<file path="config.mk">
export PLATFORM = sky130hd
export DESIGN_NAME = source_byte_tokenizer_top
export DESIGN_NICKNAME = d
export VERILOG_FILES = /design/src/sbt_pkg.sv /design/src/source_byte_tokenizer_top.sv /design/src/sbt_front.sv /design/src/sbt_back.sv
export SDC_FILE = /design/constraint.sdc
export NUM_CORES = 1
export LEC_CHECK = 0
export ABC_AREA = 1
export BUFFER_PORTS_ARGS = -buffer_cell sky130_fd_sc_hd__buf_4
export CORE_UTILIZATION = 40
export CTS_CLUSTER_SIZE = 40
export DETAILED_ROUTE_END_ITERATION = 6
export SETUP_SLACK_MARGIN = 0.2
export SLEW_MARGIN = 25
export SYNTH_ARGS = -nofsm -noshare
export SYNTH_HDL_FRONTEND = slang
export SYNTH_SLANG_ARGS = --single-unit
</file>
<file path="constraint.sdc">
create_clock -name clk -period 26.2 [get_ports clk]
set_input_delay 5.24 -clock clk [delete_from_list [all_inputs] [get_ports clk]]
set_output_delay 5.24 -clock clk [all_outputs]
set_load 0.02 [all_outputs]
</file>
<file path="src/sbt_pkg.sv">
package sbt_pkg;

    localparam int POS_BITS = 20;
    localparam int KW_CHARS = 7;
    localparam int KW_COUNT = 29;
    localparam int WORD_BITS = 8 * KW_CHARS;
    localparam int QUEUE_DEPTH = 4;
    localparam int QPTR_BITS = $clog2(QUEUE_DEPTH);
    localparam logic [POS_BITS-1:0] POS_MAX = '1;

    // Token kinds.
    localparam logic [5:0] K_EOF    = 6'd0;
    localparam logic [5:0] K_ERROR  = 6'd1;
    localparam logic [5:0] K_IDENT  = 6'd2;
    localparam logic [5:0] K_NUMBER = 6'd3;
    localparam logic [5:0] K_STRING = 6'd4;
    localparam logic [5:0] K_KW0    = 6'd5;
    localparam logic [5:0] K_LPAR   = 6'd34;
    localparam logic [5:0] K_RPAR   = 6'd35;
    localparam logic [5:0] K_LBRACE = 6'd36;
    localparam logic [5:0] K_RBRACE = 6'd37;
    localparam logic [5:0] K_LBRACK = 6'd38;
    localparam logic [5:0] K_RBRACK = 6'd39;
    localparam logic [5:0] K_COMMA  = 6'd40;
    localparam logic [5:0] K_SEMI   = 6'd41;
    localparam logic [5:0] K_DOT    = 6'd42;
    localparam logic [5:0] K_COLON  = 6'd43;
    localparam logic [5:0] K_QUEST  = 6'd44;
    localparam logic [5:0] K_PLUS   = 6'd45;
    localparam logic [5:0] K_MINUS  = 6'd46;
    localparam logic [5:0] K_STAR   = 6'd47;
    localparam logic [5:0] K_SLASH  = 6'd48;
    localparam logic [5:0] K_PCT    = 6'd49;
    localparam logic [5:0] K_LT     = 6'd50;
    localparam logic [5:0] K_LE     = 6'd51;
    localparam logic [5:0] K_GT     = 6'd52;
    localparam logic [5:0] K_GE     = 6'd53;
    localparam logic [5:0] K_EQ     = 6'd54;
    localparam logic [5:0] K_EQEQ   = 6'd55;
    localparam logic [5:0] K_ARROW  = 6'd56;
    localparam logic [5:0] K_NEQ    = 6'd57;

    // Error kinds.
    localparam logic [1:0] E_NONE  = 2'd0;
    localparam logic [1:0] E_UNTERM = 2'd1;
    localparam logic [1:0] E_UNEXP = 2'd2;

    typedef enum logic [3:0] {
        M_START, M_IDENT, M_INT, M_FRAC, M_STR, M_ESC,
        M_HELD, M_LINE, M_BLOCK, M_BSTAR, M_DRAIN
    } mode_t;

    typedef struct packed {
        logic [5:0]          kind;
        logic [POS_BITS-1:0] start;
        logic [POS_BITS-1:0] len;
        logic [POS_BITS-1:0] line;
        logic [1:0]          err;
    } tok_t;

    // All tokens caused by one source byte.
    typedef struct packed {
        logic [1:0]     cnt;
        tok_t [2:0]     tok;
    } step_t;

    localparam logic [WORD_BITS-1:0] KW_TEXT [KW_COUNT] = '{
        WORD_BITS'("server"), WORD_BITS'("route"), WORD_BITS'("tool"),
        WORD_BITS'("func"), WORD_BITS'("return"), WORD_BITS'("if"),
        WORD_BITS'("else"), WORD_BITS'("while"), WORD_BITS'("let"),
        WORD_BITS'("true"), WORD_BITS'("false"), WORD_BITS'("null"),
        WORD_BITS'("and"), WORD_BITS'("or"), WORD_BITS'("not"),
        WORD_BITS'("type"), WORD_BITS'("int"), WORD_BITS'("float"),
        WORD_BITS'("string"), WORD_BITS'("bool"), WORD_BITS'("Result"),
        WORD_BITS'("get"), WORD_BITS'("head"), WORD_BITS'("post"),
        WORD_BITS'("put"), WORD_BITS'("patch"), WORD_BITS'("delete"),
        WORD_BITS'("options"), WORD_BITS'("verbs")
    };

    localparam logic [3:0] KW_LEN [KW_COUNT] = '{
        4'd6, 4'd5, 4'd4, 4'd4, 4'd6, 4'd2, 4'd4, 4'd5, 4'd3, 4'd4,
        4'd5, 4'd4, 4'd3, 4'd2, 4'd3, 4'd4, 4'd3, 4'd5, 4'd6, 4'd4,
        4'd6, 4'd3, 4'd4, 4'd4, 4'd3, 4'd5, 4'd6, 4'd7, 4'd5
    };

    // Keyword lookup over the collected word; a match gives the keyword kind.
    function automatic logic [5:0] word_kind(input logic [WORD_BITS-1:0] word,
                                             input logic [3:0] cnt);
        logic [5:0] k;
        k = K_IDENT;
        for (int i = 0; i < KW_COUNT; i++) begin
            if (KW_LEN[i] == cnt && KW_TEXT[i] == word) begin
                k = K_KW0 + 6'(i);
            end
        end
        return k;
    endfunction

    function automatic logic [POS_BITS-1:0] sat_inc(input logic [POS_BITS-1:0] v);
        return (v == POS_MAX) ? v : v + 1'b1;
    endfunction

    function automatic logic is_numeral(input logic [7:0] c);
        return (c >= "0") && (c <= "9");
    endfunction

    function automatic logic is_alpha(input logic [7:0] c);
        return ((c >= "a") && (c <= "z")) || ((c >= "A") && (c <= "Z")) || (c == "_");
    endfunction

endpackage

</file>
<file path="src/source_byte_tokenizer_top.sv">
// Source byte tokenizer.
// Input channel: drive source_byte and raise push; the byte is taken on a
// rising edge with push high and full low. A zero byte ends the source and
// returns all counters to their reset values for the next source.
// Result channel: while empty is low the oldest token sits on token_kind,
// start_position, token_length, line_number, error_kind and last_of_run;
// it is taken on a rising edge with pop high. last_of_run marks the final
// token caused by one byte (a byte causes up to three tokens).
// A token enters the queue on the edge that takes the byte completing it.
// It takes one byte per cycle while full is low and gives one token per cycle
// while pop is high and empty is low; each byte is decided combinationally.
// A four-entry queue of per-byte token groups sits between scanner and
// output; when the receiver stalls it fills and full holds off further bytes.
// Reset (rst_n low) empties the queue and puts the scanner at line one,
// offset zero, at the start of a token.
module source_byte_tokenizer_top (
    input  logic        clk,
    input  logic        rst_n,
    input  logic        push,
    output logic        full,
    input  logic [7:0]  source_byte,
    output logic        empty,
    input  logic        pop,
    output logic [5:0]  token_kind,
    output logic [19:0] start_position,
    output logic [19:0] token_length,
    output logic [19:0] line_number,
    output logic [1:0]  error_kind,
    output logic        last_of_run
);

    logic              accept;
    logic              step_valid;
    sbt_pkg::step_t    step;
    sbt_pkg::tok_t     tok;

    // A pushed byte enters whenever the queue has room.
    assign accept = push && !full;

    sbt_front u_front (
        .clk         (clk),
        .rst_n       (rst_n),
        .accept      (accept),
        .source_byte (source_byte),
        .step_valid  (step_valid),
        .step        (step)
    );

    sbt_back u_back (
        .clk     (clk),
        .rst_n   (rst_n),
        .wr_en   (accept && step_valid),
        .wr_step (step),
        .full    (full),
        .empty   (empty),
        .pop     (pop),
        .tok     (tok),
        .last    (last_of_run)
    );

    // Result fields.
    assign token_kind     = tok.kind;
    assign start_position = tok.start;
    assign token_length   = tok.len;
    assign line_number    = tok.line;
    assign error_kind     = tok.err;

endmodule

</file>
<file path="src/sbt_front.sv">
module sbt_front (
    input  logic              clk,
    input  logic              rst_n,
    input  logic              accept,
    input  logic [7:0]        source_byte,
    output logic              step_valid,
    output sbt_pkg::step_t    step
);

    sbt_pkg::mode_t                    mode_reg, mode_next;
    logic [sbt_pkg::POS_BITS-1:0]      pos_reg, pos_next;
    logic [sbt_pkg::POS_BITS-1:0]      line_reg, line_next;
    logic [sbt_pkg::POS_BITS-1:0]      begin_reg, begin_next;
    logic [sbt_pkg::WORD_BITS-1:0]     word_reg, word_next;
    logic [3:0]                        wcnt_reg, wcnt_next;
    logic [7:0]                        held_reg, held_next;

    // One scan step: extend or close the pending token; the byte may start a token.
    always_comb
    begin
        logic       do_start;
        logic [1:0] n;
        logic [7:0] c;
        logic [5:0] k1;
        logic [5:0] k2;
        sbt_pkg::tok_t t;
        c = source_byte;
        do_start = 1'b0;
        n = 2'd0;
        k1 = sbt_pkg::K_EOF;
        k2 = sbt_pkg::K_EOF;
        step = '0;
        mode_next = mode_reg;
        pos_next = pos_reg;
        line_next = line_reg;
        begin_next = begin_reg;
        word_next = word_reg;
        wcnt_next = wcnt_reg;
        held_next = held_reg;
        t = '0;
        t.line = line_reg;

        unique case (mode_reg)
            sbt_pkg::M_START:
            begin
                do_start = 1'b1;
            end
            sbt_pkg::M_IDENT:
            begin
                if (sbt_pkg::is_alpha(c) || sbt_pkg::is_numeral(c)) begin
                    if (wcnt_reg < 4'(sbt_pkg::KW_CHARS)) begin
                        word_next = {word_reg[sbt_pkg::WORD_BITS-9:0], c};
                        wcnt_next = wcnt_reg + 4'd1;
                    end else begin
                        wcnt_next = 4'(sbt_pkg::KW_CHARS + 1);
                    end
                end else begin
                    t.kind = sbt_pkg::word_kind(word_reg, wcnt_reg);
                    t.start = begin_reg;
                    t.len = pos_reg - begin_reg;
                    step.tok[n] = t;
                    n = n + 2'd1;
                    do_start = 1'b1;
                end
            end
            sbt_pkg::M_INT, sbt_pkg::M_FRAC:
            begin
                if (sbt_pkg::is_numeral(c)) begin
                    mode_next = mode_reg;
                end else if (c == "." && mode_reg == sbt_pkg::M_INT) begin
                    mode_next = sbt_pkg::M_FRAC;
                end else begin
                    t.kind = sbt_pkg::K_NUMBER;
                    t.start = begin_reg;
                    t.len = pos_reg - begin_reg;
                    step.tok[n] = t;
                    n = n + 2'd1;
                    do_start = 1'b1;
                end
            end
            sbt_pkg::M_STR:
            begin
                if (c == "\"") begin
                    t.kind = sbt_pkg::K_STRING;
                    t.start = begin_reg;
                    t.len = sbt_pkg::sat_inc(pos_reg - begin_reg);
                    step.tok[n] = t;
                    n = n + 2'd1;
                    mode_next = sbt_pkg::M_START;
                end else if (c == "\\") begin
                    mode_next = sbt_pkg::M_ESC;
                end else if (c == "\n" || c == 8'd0) begin
                    t.kind = sbt_pkg::K_ERROR;
                    t.start = begin_reg;
                    t.err = sbt_pkg::E_UNTERM;
                    step.tok[0] = t;
                    t.kind = sbt_pkg::K_EOF;
                    t.err = sbt_pkg::E_NONE;
                    step.tok[1] = t;
                    n = 2'd2;
                    mode_next = sbt_pkg::M_DRAIN;
                end
            end
            sbt_pkg::M_ESC:
            begin
                if (c == 8'd0) begin
                    t.kind = sbt_pkg::K_ERROR;
                    t.start = begin_reg;
                    t.err = sbt_pkg::E_UNTERM;
                    step.tok[0] = t;
                    t.kind = sbt_pkg::K_EOF;
                    t.err = sbt_pkg::E_NONE;
                    step.tok[1] = t;
                    n = 2'd2;
                    mode_next = sbt_pkg::M_DRAIN;
                end else begin
                    mode_next = sbt_pkg::M_STR;
                end
            end
            sbt_pkg::M_HELD:
            begin
                t.start = begin_reg;
                priority case (held_reg)
                    "<":
                    begin
                        k1 = sbt_pkg::K_LT;
                        if (c == "=") k2 = sbt_pkg::K_LE;
                    end
                    ">":
                    begin
                        k1 = sbt_pkg::K_GT;
                        if (c == "=") k2 = sbt_pkg::K_GE;
                    end
                    "=":
                    begin
                        k1 = sbt_pkg::K_EQ;
                        if (c == "=") k2 = sbt_pkg::K_EQEQ;
                        else if (c == ">") k2 = sbt_pkg::K_ARROW;
                    end
                    "!":
                    begin
                        if (c == "=") k2 = sbt_pkg::K_NEQ;
                        else k1 = sbt_pkg::K_ERROR;
                    end
                    "/":
                    begin
                        k1 = sbt_pkg::K_SLASH;
                    end
                    default:
                    begin
                        k1 = sbt_pkg::K_EOF;
                    end
                endcase
                if (held_reg == "/" && c == "/") begin
                    mode_next = sbt_pkg::M_LINE;
                end else if (held_reg == "/" && c == "*") begin
                    mode_next = sbt_pkg::M_BLOCK;
                end else if (k2 != sbt_pkg::K_EOF) begin
                    t.kind = k2;
                    t.len = sbt_pkg::POS_BITS'(2);
                    step.tok[0] = t;
                    n = 2'd1;
                    mode_next = sbt_pkg::M_START;
                end else if (k1 == sbt_pkg::K_ERROR) begin
                    t.kind = sbt_pkg::K_ERROR;
                    t.err = sbt_pkg::E_UNEXP;
                    step.tok[0] = t;
                    t.kind = sbt_pkg::K_EOF;
                    t.err = sbt_pkg::E_NONE;
                    step.tok[1] = t;
                    n = 2'd2;
                    mode_next = sbt_pkg::M_DRAIN;
                end else if (k1 != sbt_pkg::K_EOF) begin
                    t.kind = k1;
                    t.len = sbt_pkg::POS_BITS'(1);
                    step.tok[0] = t;
                    n = 2'd1;
                    do_start = 1'b1;
                end else begin
                    do_start = 1'b1;
                end
            end
            sbt_pkg::M_LINE:
            begin
                if (c == "\n" || c == 8'd0) do_start = 1'b1;
            end
            sbt_pkg::M_BLOCK, sbt_pkg::M_BSTAR:
            begin
                if (c == 8'd0) begin
                    do_start = 1'b1;
                end else if (c == "\n") begin
                    line_next = sbt_pkg::sat_inc(line_reg);
                    mode_next = sbt_pkg::M_BLOCK;
                end else if (c == "*") begin
                    mode_next = sbt_pkg::M_BSTAR;
                end else if (c == "/" && mode_reg == sbt_pkg::M_BSTAR) begin
                    mode_next = sbt_pkg::M_START;
                end else begin
                    mode_next = sbt_pkg::M_BLOCK;
                end
            end
            sbt_pkg::M_DRAIN:
            begin
                mode_next = sbt_pkg::M_DRAIN;
            end
            default:
            begin
                do_start = 1'b1;
            end
        endcase

        // Token start handling for the current byte.
        if (do_start) begin
            t = '0;
            t.line = line_reg;
            t.start = pos_reg;
            mode_next = sbt_pkg::M_START;
            if (c == 8'd0) begin
                t.kind = sbt_pkg::K_EOF;
                step.tok[n] = t;
                n = n + 2'd1;
            end else if (c == " " || c == "\t" || c == 8'h0d) begin
                mode_next = sbt_pkg::M_START;
            end else if (c == "\n") begin
                line_next = sbt_pkg::sat_inc(line_reg);
            end else begin
                begin_next = pos_reg;
                if (sbt_pkg::is_numeral(c)) begin
                    mode_next = sbt_pkg::M_INT;
                end else if (sbt_pkg::is_alpha(c)) begin
                    word_next = sbt_pkg::WORD_BITS'(c);
                    wcnt_next = 4'd1;
                    mode_next = sbt_pkg::M_IDENT;
                end else if (c == "\"") begin
                    mode_next = sbt_pkg::M_STR;
                end else if (c == "<" || c == ">" || c == "=" || c == "!" || c == "/") begin
                    held_next = c;
                    mode_next = sbt_pkg::M_HELD;
                end else begin
                    t.len = sbt_pkg::POS_BITS'(1);
                    unique case (c)
                        "(": t.kind = sbt_pkg::K_LPAR;
                        ")": t.kind = sbt_pkg::K_RPAR;
                        "{": t.kind = sbt_pkg::K_LBRACE;
                        "}": t.kind = sbt_pkg::K_RBRACE;
                        "[": t.kind = sbt_pkg::K_LBRACK;
                        "]": t.kind = sbt_pkg::K_RBRACK;
                        ",": t.kind = sbt_pkg::K_COMMA;
                        ";": t.kind = sbt_pkg::K_SEMI;
                        ".": t.kind = sbt_pkg::K_DOT;
                        ":": t.kind = sbt_pkg::K_COLON;
                        "?": t.kind = sbt_pkg::K_QUEST;
                        "+": t.kind = sbt_pkg::K_PLUS;
                        "-": t.kind = sbt_pkg::K_MINUS;
                        "*": t.kind = sbt_pkg::K_STAR;
                        "%": t.kind = sbt_pkg::K_PCT;
                        default: t.kind = sbt_pkg::K_ERROR;
                    endcase
                    if (t.kind == sbt_pkg::K_ERROR) begin
                        t.len = '0;
                        t.err = sbt_pkg::E_UNEXP;
                        step.tok[n] = t;
                        n = n + 2'd1;
                        t.kind = sbt_pkg::K_EOF;
                        t.err = sbt_pkg::E_NONE;
                        mode_next = sbt_pkg::M_DRAIN;
                    end
                    step.tok[n] = t;
                    n = n + 2'd1;
                end
            end
        end

        // The zero byte ends the source and returns everything to reset values.
        if (c == 8'd0) begin
            mode_next = sbt_pkg::M_START;
            pos_next = '0;
            line_next = sbt_pkg::POS_BITS'(1);
            begin_next = '0;
            word_next = '0;
            wcnt_next = '0;
            held_next = '0;
        end else begin
            pos_next = sbt_pkg::sat_inc(pos_reg);
        end
        step.cnt = n;
        step_valid = (n != 2'd0);
    end

    // Scanner state registers.
    always_ff @(posedge clk or negedge rst_n)
    begin
        if (!rst_n) begin
            mode_reg  <= sbt_pkg::M_START;
            pos_reg   <= '0;
            line_reg  <= sbt_pkg::POS_BITS'(1);
            begin_reg <= '0;
            word_reg  <= '0;
            wcnt_reg  <= '0;
            held_reg  <= '0;
        end else if (accept) begin
            mode_reg  <= mode_next;
            pos_reg   <= pos_next;
            line_reg  <= line_next;
            begin_reg <= begin_next;
            word_reg  <= word_next;
            wcnt_reg  <= wcnt_next;
            held_reg  <= held_next;
        end
    end

endmodule

</file>
<file path="src/sbt_back.sv">
module sbt_back (
    input  logic              clk,
    input  logic              rst_n,
    input  logic              wr_en,
    input  sbt_pkg::step_t    wr_step,
    output logic              full,
    output logic              empty,
    input  logic              pop,
    output sbt_pkg::tok_t     tok,
    output logic              last
);

    sbt_pkg::step_t                    mem_reg [sbt_pkg::QUEUE_DEPTH];
    logic [sbt_pkg::QPTR_BITS-1:0]     wr_ptr_reg, rd_ptr_reg;
    logic [sbt_pkg::QPTR_BITS:0]       count_reg, count_next;
    logic [1:0]                        slot_reg;
    sbt_pkg::step_t                    head;
    logic                              pop_fire;
    logic                              done;

    // Head step record and the token currently offered.
    always_comb
    begin
        head = mem_reg[rd_ptr_reg];
        empty = (count_reg == '0);
        full = (count_reg == (sbt_pkg::QPTR_BITS+1)'(sbt_pkg::QUEUE_DEPTH));
        tok = head.tok[slot_reg];
        last = (slot_reg == head.cnt - 2'd1);
        pop_fire = pop && !empty;
        done = pop_fire && last;
        count_next = count_reg + (sbt_pkg::QPTR_BITS+1)'(wr_en)
                   - (sbt_pkg::QPTR_BITS+1)'(done);
    end

    // Step record storage.
    always_ff @(posedge clk)
    begin
        if (wr_en) begin
            mem_reg[wr_ptr_reg] <= wr_step;
        end
    end

    // Queue pointers and the token index within the head record.
    always_ff @(posedge clk or negedge rst_n)
    begin
        if (!rst_n) begin
            wr_ptr_reg <= '0;
            rd_ptr_reg <= '0;
            count_reg  <= '0;
            slot_reg   <= '0;
        end else begin
            count_reg <= count_next;
            if (wr_en) begin
                wr_ptr_reg <= wr_ptr_reg + 1'b1;
            end
            if (done) begin
                rd_ptr_reg <= rd_ptr_reg + 1'b1;
                slot_reg   <= '0;
            end else if (pop_fire) begin
                slot_reg <= slot_reg + 2'd1;
            end
        end
    end

    a_no_overflow: assert property (@(posedge clk) disable iff (!rst_n)
        full |-> !wr_en)
        else $error("step written into a full queue");

    a_count_range: assert property (@(posedge clk) disable iff (!rst_n)
        count_reg <= (sbt_pkg::QPTR_BITS+1)'(sbt_pkg::QUEUE_DEPTH))
        else $error("queue count out of range");

    a_slot_range: assert property (@(posedge clk) disable iff (!rst_n)
        !empty |-> (head.cnt != 2'd0 && slot_reg < head.cnt))
        else $error("token index beyond the head record");

    a_slot_reset: assert property (@(posedge clk) disable iff (!rst_n)
        done |=> slot_reg == 2'd0)
        else $error("token index not cleared after the last token");

endmodule

</file>
==> results.toml, run 1 <==
[logic_synthesis]
yosys_warnings = 0
ys.flop_type = "edfxtp_1"
synth_compound_area_frac = 0.138
synthTopCellsByArea = "edfxtp_1 (50%), dfrtp_1 (8.9%), nor2_1 (6.8%), o21ai_0 (5.5%), nand2_1 (5.4%)"
ys_ff_latch = 805
synth_top_cell_area_share = 0.504
synth_fp_nets = 4210
synthMuxAreaShare = 0.000253
synthAdderAreaFrac = 0.0130
async_flop_share = 0.175
synth_top_cell_by_area = "edfxtp_1"
synthSimpleGateAreaFrac = 0.188
syn_area_per_cell_um2 = 9.51
synth.distinct_cells = 69
synthXorXnorAreaFrac = 0.0104
synth_edf_count = 664
ys_seq_area_frac = 0.593
synth_top_family_by_area = "simple AND/OR/NAND/NOR gates"
synth_area_um2 = 39500
synthCells = 4158

[critical_path]
cp_slowest_cell = "buf_4"
endpoint_kind = "register"
critPathMostFrequentCell = "nand2_1"
slowest_delay_ps = 860
path_buf_inv = 8
worstPathRequired_ps = 26480
cp_max_fo = 61
critPathTopFamily = "buffers and inverters"
start_kind = "primary input"
critical_path_class = "in -> reg"
cp_data_arrival_time_ps = 11480

[timing]
setup_viol = 0
fin_setup_tns_ps = 0
postLayoutSetupSlackWorst_ps = 15000
whs_ps = 497
min_period_over_period = 0.427
slew_headroom = 0.257
skew_ps = 27.9
drv_slew = 0
finalCriticalPeriod_ps = 11200
fmax_mhz = 89.3
finalHoldViolCount = 0
worst_slew_pin_slew_ps = 1110
rsz0062_at_grt = "false"

[power_and_ir_drop]
irDropWorstVdd_uv = 96.2
power_leakage_nw = 16.1
powerDensity_nw_per_um2 = 137

[cts]
cts_setup_buffers = 0
ctsResizeCount = 0
cts_buffers = 86
cts-root-buf = "clkbuf_16"
cts_max_level = 3
clock_latency_ps = 670
cts_hold_buffers = 0
clockBufferDepth = 3
cts_tree = "yes"
numClockSinks = 805
clk_pin_slew_ps = 50

[floorplanning]
fp.coreArea_um2 = 97300
dieArea_um2 = 100000
die_h_um = 316
rows = 114
ioPinCount = 83
start_util = 0.407
die_x_um = 316

[drt]
dr.first_iter.drc_count = 3057
vias = 31000
vias_per_cell = 5.63
totalWireLength_mm = 114
detail-route-antenna-nets = 0
drt_pass1_iterations = 5
drc_errors = 0
wl_per_cell_um = 20.7

[grt]
grt.overflow.total = 0
use_met2 = 0.351
grt_usage = 0.226
grt_max_degree = 164
busiest_layer = "met2"
met1_usage = 0.324
grt_pass1_wl_mm = 174
first_global_vias = 29000
use_met3 = 0.0296
antenna_found_initial = 1

[placed_design]
hpwl_mm = 71.3
place_ws_ps = 14310
gp_congestion = 0.942
portBuffers = 82

[cells_and_area]
layout_common_cells = "nor2_1 (706), edfxtp_1 (664), nand2_1 (569), o21ai_0 (430), inv_1 (317)"
largest_reg_flops = 664
nets = 4202
final_common_cell = "nor2_1"
utilization = 0.453
drive_gt1_frac = 0.0834
areaGrowthSynthToFinish_pct = 11.3
antenna_cells = 0

[run_status]
status = "finished clean"

[hold_path]
hp-class = "reg -> reg"

[run]
cap_violations = 0
## routing by layer
layer,share of wire,routed length [µm],vias up
met5,0,0,-
met4,0.032,3670,0
met3,0.065,7460,193
li1,-,-,14600
met2,0.45,51700,1085
met1,0.45,51200,15100
## where the power goes
part           internal (W)  switching, W
clock network      0.000688      0.000508
registers           0.00184      0.000181
logic              0.000758       0.00204
## synth_stat cells, types with 7 or more instances
library cell and instances:
nor2_1 715, edfxtp_1 664, nand2_1 570, o21ai_0 431
inv_1 318, o22ai_1 240, nand3_1 207, clkbuf_1 156
a21oi_1 149, dfrtp_1 140, nor3_1 86, nand4_1 72
o21ai_1 42, ha_1 38, xor2_1 32, buf_2 30
inv_2 30, o211ai_1 24, nor4_1 22, buf_1 16
nand2_2 15, nor2_2 11, o22ai_2 10, o31ai_1 10
nand3b_1 7
## final timing paths
kind                                                 start                          endpoint  slack, ps  cells past startpoint
min in group asynchronous                            rst_n   u_front.held_reg[6]$_DFFE_PN0P_       4610                      1
max reg2reg                u_front.held_reg[7]$_DFFE_PN0P_  u_back.mem_reg[1][189]$_DFFE_PP_      19570                     25
max                                         source_byte[2]  u_back.mem_reg[1][189]$_DFFE_PP_      15000                     25
max in group asynchronous                            rst_n  u_front.line_reg[13]$_DFFE_PN0P_      20150                      2
min                        u_front.held_reg[6]$_DFFE_PN0P_   u_front.held_reg[6]$_DFFE_PN0P_        500                      2
min reg2reg                u_front.held_reg[6]$_DFFE_PN0P_   u_front.held_reg[6]$_DFFE_PN0P_        500                      2
## metrics by stage
| stage | cell area (µm²) | instances | power (W) |
|---|---|---|---|
| final | 44000 | 5497 | 0.00602 |
| after global routing | 44000 | 5497 | 0.00640 |
| after CTS | 44000 | 5497 | 0.00604 |
| after detailed placement | 41200 | 5338 | 0.00484 |
| after global placement | 41200 | 5338 | 0.00482 |
| after floorplan | 39500 | 4158 | 0.00391 |
## worst register-to-register path, stage by stage, from the launching register on
cell      delay (ps)
dfrtp_1          380
nor2_1           140
nand2_1           60
nor2_1           150
inv_1             60
nor3_1           340
nand2_1          130
nand2_1          140
nor2_2            90
nand2_1          120
nand2_1          170
inv_1            760
ha_1             400
nand2_1           70
o21ai_0          120
inv_1            130
ha_1             230
nand2_1           70
o211ai_1          70
nand3_1           90
o21ai_1           90
nand3_1          190
nand2_2          220
nor2_4           360
buf_4            790
buf_4            870
## cell families (layout without fill, tap and decap cells)
group / after synthesis / count (layout)
compound gates: 962 / 962
flops: 805 / 805
xor+xnor: 42 / 42
fa+ha+maj: 40 / 40
simple gates: 1741 / 1741
mux: 1 / 1
buf+inv: 567 / 630
## layout make-up
cell class                 instances  area [µm²]
fill                            9309       53200
sequential                       805       23500
multi-input combinational       2786       13900
clock buffer                     117        2330
tap                             1276        1600
inverter                         354        1340
timing repair buffer             117         895
clock inverter                    42         460
(Power assumes the default switching activity.)
==> run 2: changes to the inputs <==
clock period = 10.8 ns   (was 26.2 ns; I/O delays follow)
==> results.toml, run 2 (synthesis results as in run 1) <==
[run_status]
status = "finished clean"

[critical_path]
cp.depth = 24
critPathTopFamily = "buffers and inverters"
slowest_delay_ps = 780
reg2regPathDepth = 24
crit_chain = "buf_4 > inv_2 > nand2_1 > nor2_1 > inv_2 > nor2_4 > inv_2 > nor3_2 > a31oi_1 > nand2_1 > inv_1 > ha_1 > nand2_1 > o21ai_0 > inv_1 > ha_1 > nand2_1 > o211ai_1 > nand3_1 > o21ai_1 > nand3_1 > nand2_2 > nor2_4 > buf_4"
cp-endpoint = "u_back.mem_reg[3][34]$_DFFE_PP_"
start_kind = "primary input"
r2r-start = "u_front.held_reg[7]$_DFFE_PN0P_"
r2r_end = "u_back.mem_reg[3][34]$_DFFE_PP_"
crit_start = "source_byte[2]"
cp_slowest_cell = "buf_4"
worstPathRequired_ps = 11040
critical_path_class = "in -> reg"
cp_max_fo = 61
critPathMostFrequentCell = "nand2_1"
endpoint_kind = "register"
r2r_slack_ps = 5200
cp_data_arrival_time_ps = 7390
path_buf_inv = 7

[placed_design]
placed_area_um2 = 41300
place_ws_ps = 3070
gp_congestion = 0.959
portBuffers = 82
hpwl_mm = 70.7

[floorplanning]
rows = 114
dieArea_um2 = 100000
ioPinCount = 83
die_h_um = 316
die_x_um = 316
fp.coreArea_um2 = 97300
start_util = 0.407

[cts]
cts_max_level = 3
numClockSinks = 805
cts_tree = "yes"
cts_hold_buffers = 0
clockBufferDepth = 3
clk_pin_slew_ps = 60
ctsResizeCount = 0
cts_setup_buffers = 0
cts_buffers = 87
cts-root-buf = "clkbuf_16"
clock_latency_ps = 660

[timing]
min_period_over_period = 0.662
drv_slew = 0
postLayoutSetupSlackWorst_ps = 3660
setup_viol = 0
rsz0062_at_grt = "false"
skew_ps = 42.0
finalHoldViolCount = 0
whs_ps = 497
fmax_mhz = 140
fin_setup_tns_ps = 0
finalCriticalPeriod_ps = 7140
slew_headroom = 0.306
worst_slew_pin_slew_ps = 1040

[cells_and_area]
antenna_cells = 0
layout_common_cells = "nor2_1 (706), edfxtp_1 (664), nand2_1 (569), o21ai_0 (430), inv_1 (317)"
largest_reg_flops = 664
design_area_um2 = 44300
final_common_cell = "nor2_1"
areaGrowthSynthToFinish_pct = 12.1
drive_gt1_frac = 0.0903
nets = 4204

[grt]
grt_usage = 0.226
grt.overflow.total = 0
grt_max_degree = 167
first_global_vias = 29400
grt_pass1_wl_mm = 175
antenna_found_initial = 1

[drt]
detail-route-antenna-nets = 0
vias = 31100
drc_errors = 0
vias_per_cell = 5.66
totalWireLength_mm = 114
drt_pass1_iterations = 6
wl_per_cell_um = 20.8
dr.first_iter.drc_count = 3070

[hold_path]
hold_start = "u_front.held_reg[7]$_DFFE_PN0P_"
hp-class = "reg -> reg"

[power_and_ir_drop]
total_power_w = 0.0148
power_leakage_nw = 16.3
powerDensity_nw_per_um2 = 334
irDropWorstVdd_uv = 245

[run]
cap_violations = 0
## run 2: changes by cell type in the layout (fill, tap and decap cells not counted), moves of 2 or more
cell	before	now
bufinv_16	6	12
buf_12	1	5
buf_16	0	2
clkbuf_8	6	8
clkinv_1	25	12
clkinv_2	5	20
clkinvlp_4	1	5
clkbuf_16	86	89
clkbuf_1	25	8
buf_4	115	110
## run 2: routing by layer
layer  part of all wire  track usage  vias to the layer above
met5                  0            0                        -
met4              0.025       0.0590                        0
met3              0.067       0.0343                      173
met2               0.45        0.353                     1053
met1               0.46        0.329                    15300
li1                   -            -                    14600
## run 2: where the power goes
part	total [W]	internal, W	switching, W
clock network	0.00310	0.00186	0.00125
registers	0.00491	0.00446	0.000451
logic	0.00682	0.00186	0.00496
total	0.0148	0.00818	0.00666
## run 2: area by class of cell
type	instances	area (µm²)
Inverter	354	1340
Clock inverter	53	648
Multi-Input combinational cell	2786	13900
Fill cell	9243	52900
Timing Repair Buffer	118	992
Clock buffer	105	2370
Tap cell	1276	1600
Sequential cell	805	23500
## run 2: worst min-delay path: stages (launching register included)
cell and delay, ps:
dfrtp_1 370, inv_1 50, nor2_1 40
## run 2: metrics by stage
stage / std cells / utilization
2_1_floorplan: 4158 / -
3_3_place_gp: 5337 / 0.424
3_5_place_dp: 5337 / 0.424
5_1_grt: 5497 / 0.456
4_1_cts: 5495 / 0.455
6_report: 5497 / 0.456
## run 2: how the worst min path moves through the flow
stage / endpoint / cells after the start
final: u_front.held_reg[7]$_DFFE_PN0P_ / 2
after detailed placement: u_front.held_reg[7]$_DFFE_PN0P_ / 2
after global routing: u_front.held_reg[6]$_DFFE_PN0P_ / 2
after global placement: u_front.held_reg[7]$_DFFE_PN0P_ / 2
after CTS: u_front.held_reg[7]$_DFFE_PN0P_ / 2
after floorplan: u_front.held_reg[7]$_DFFE_PN0P_ / 2
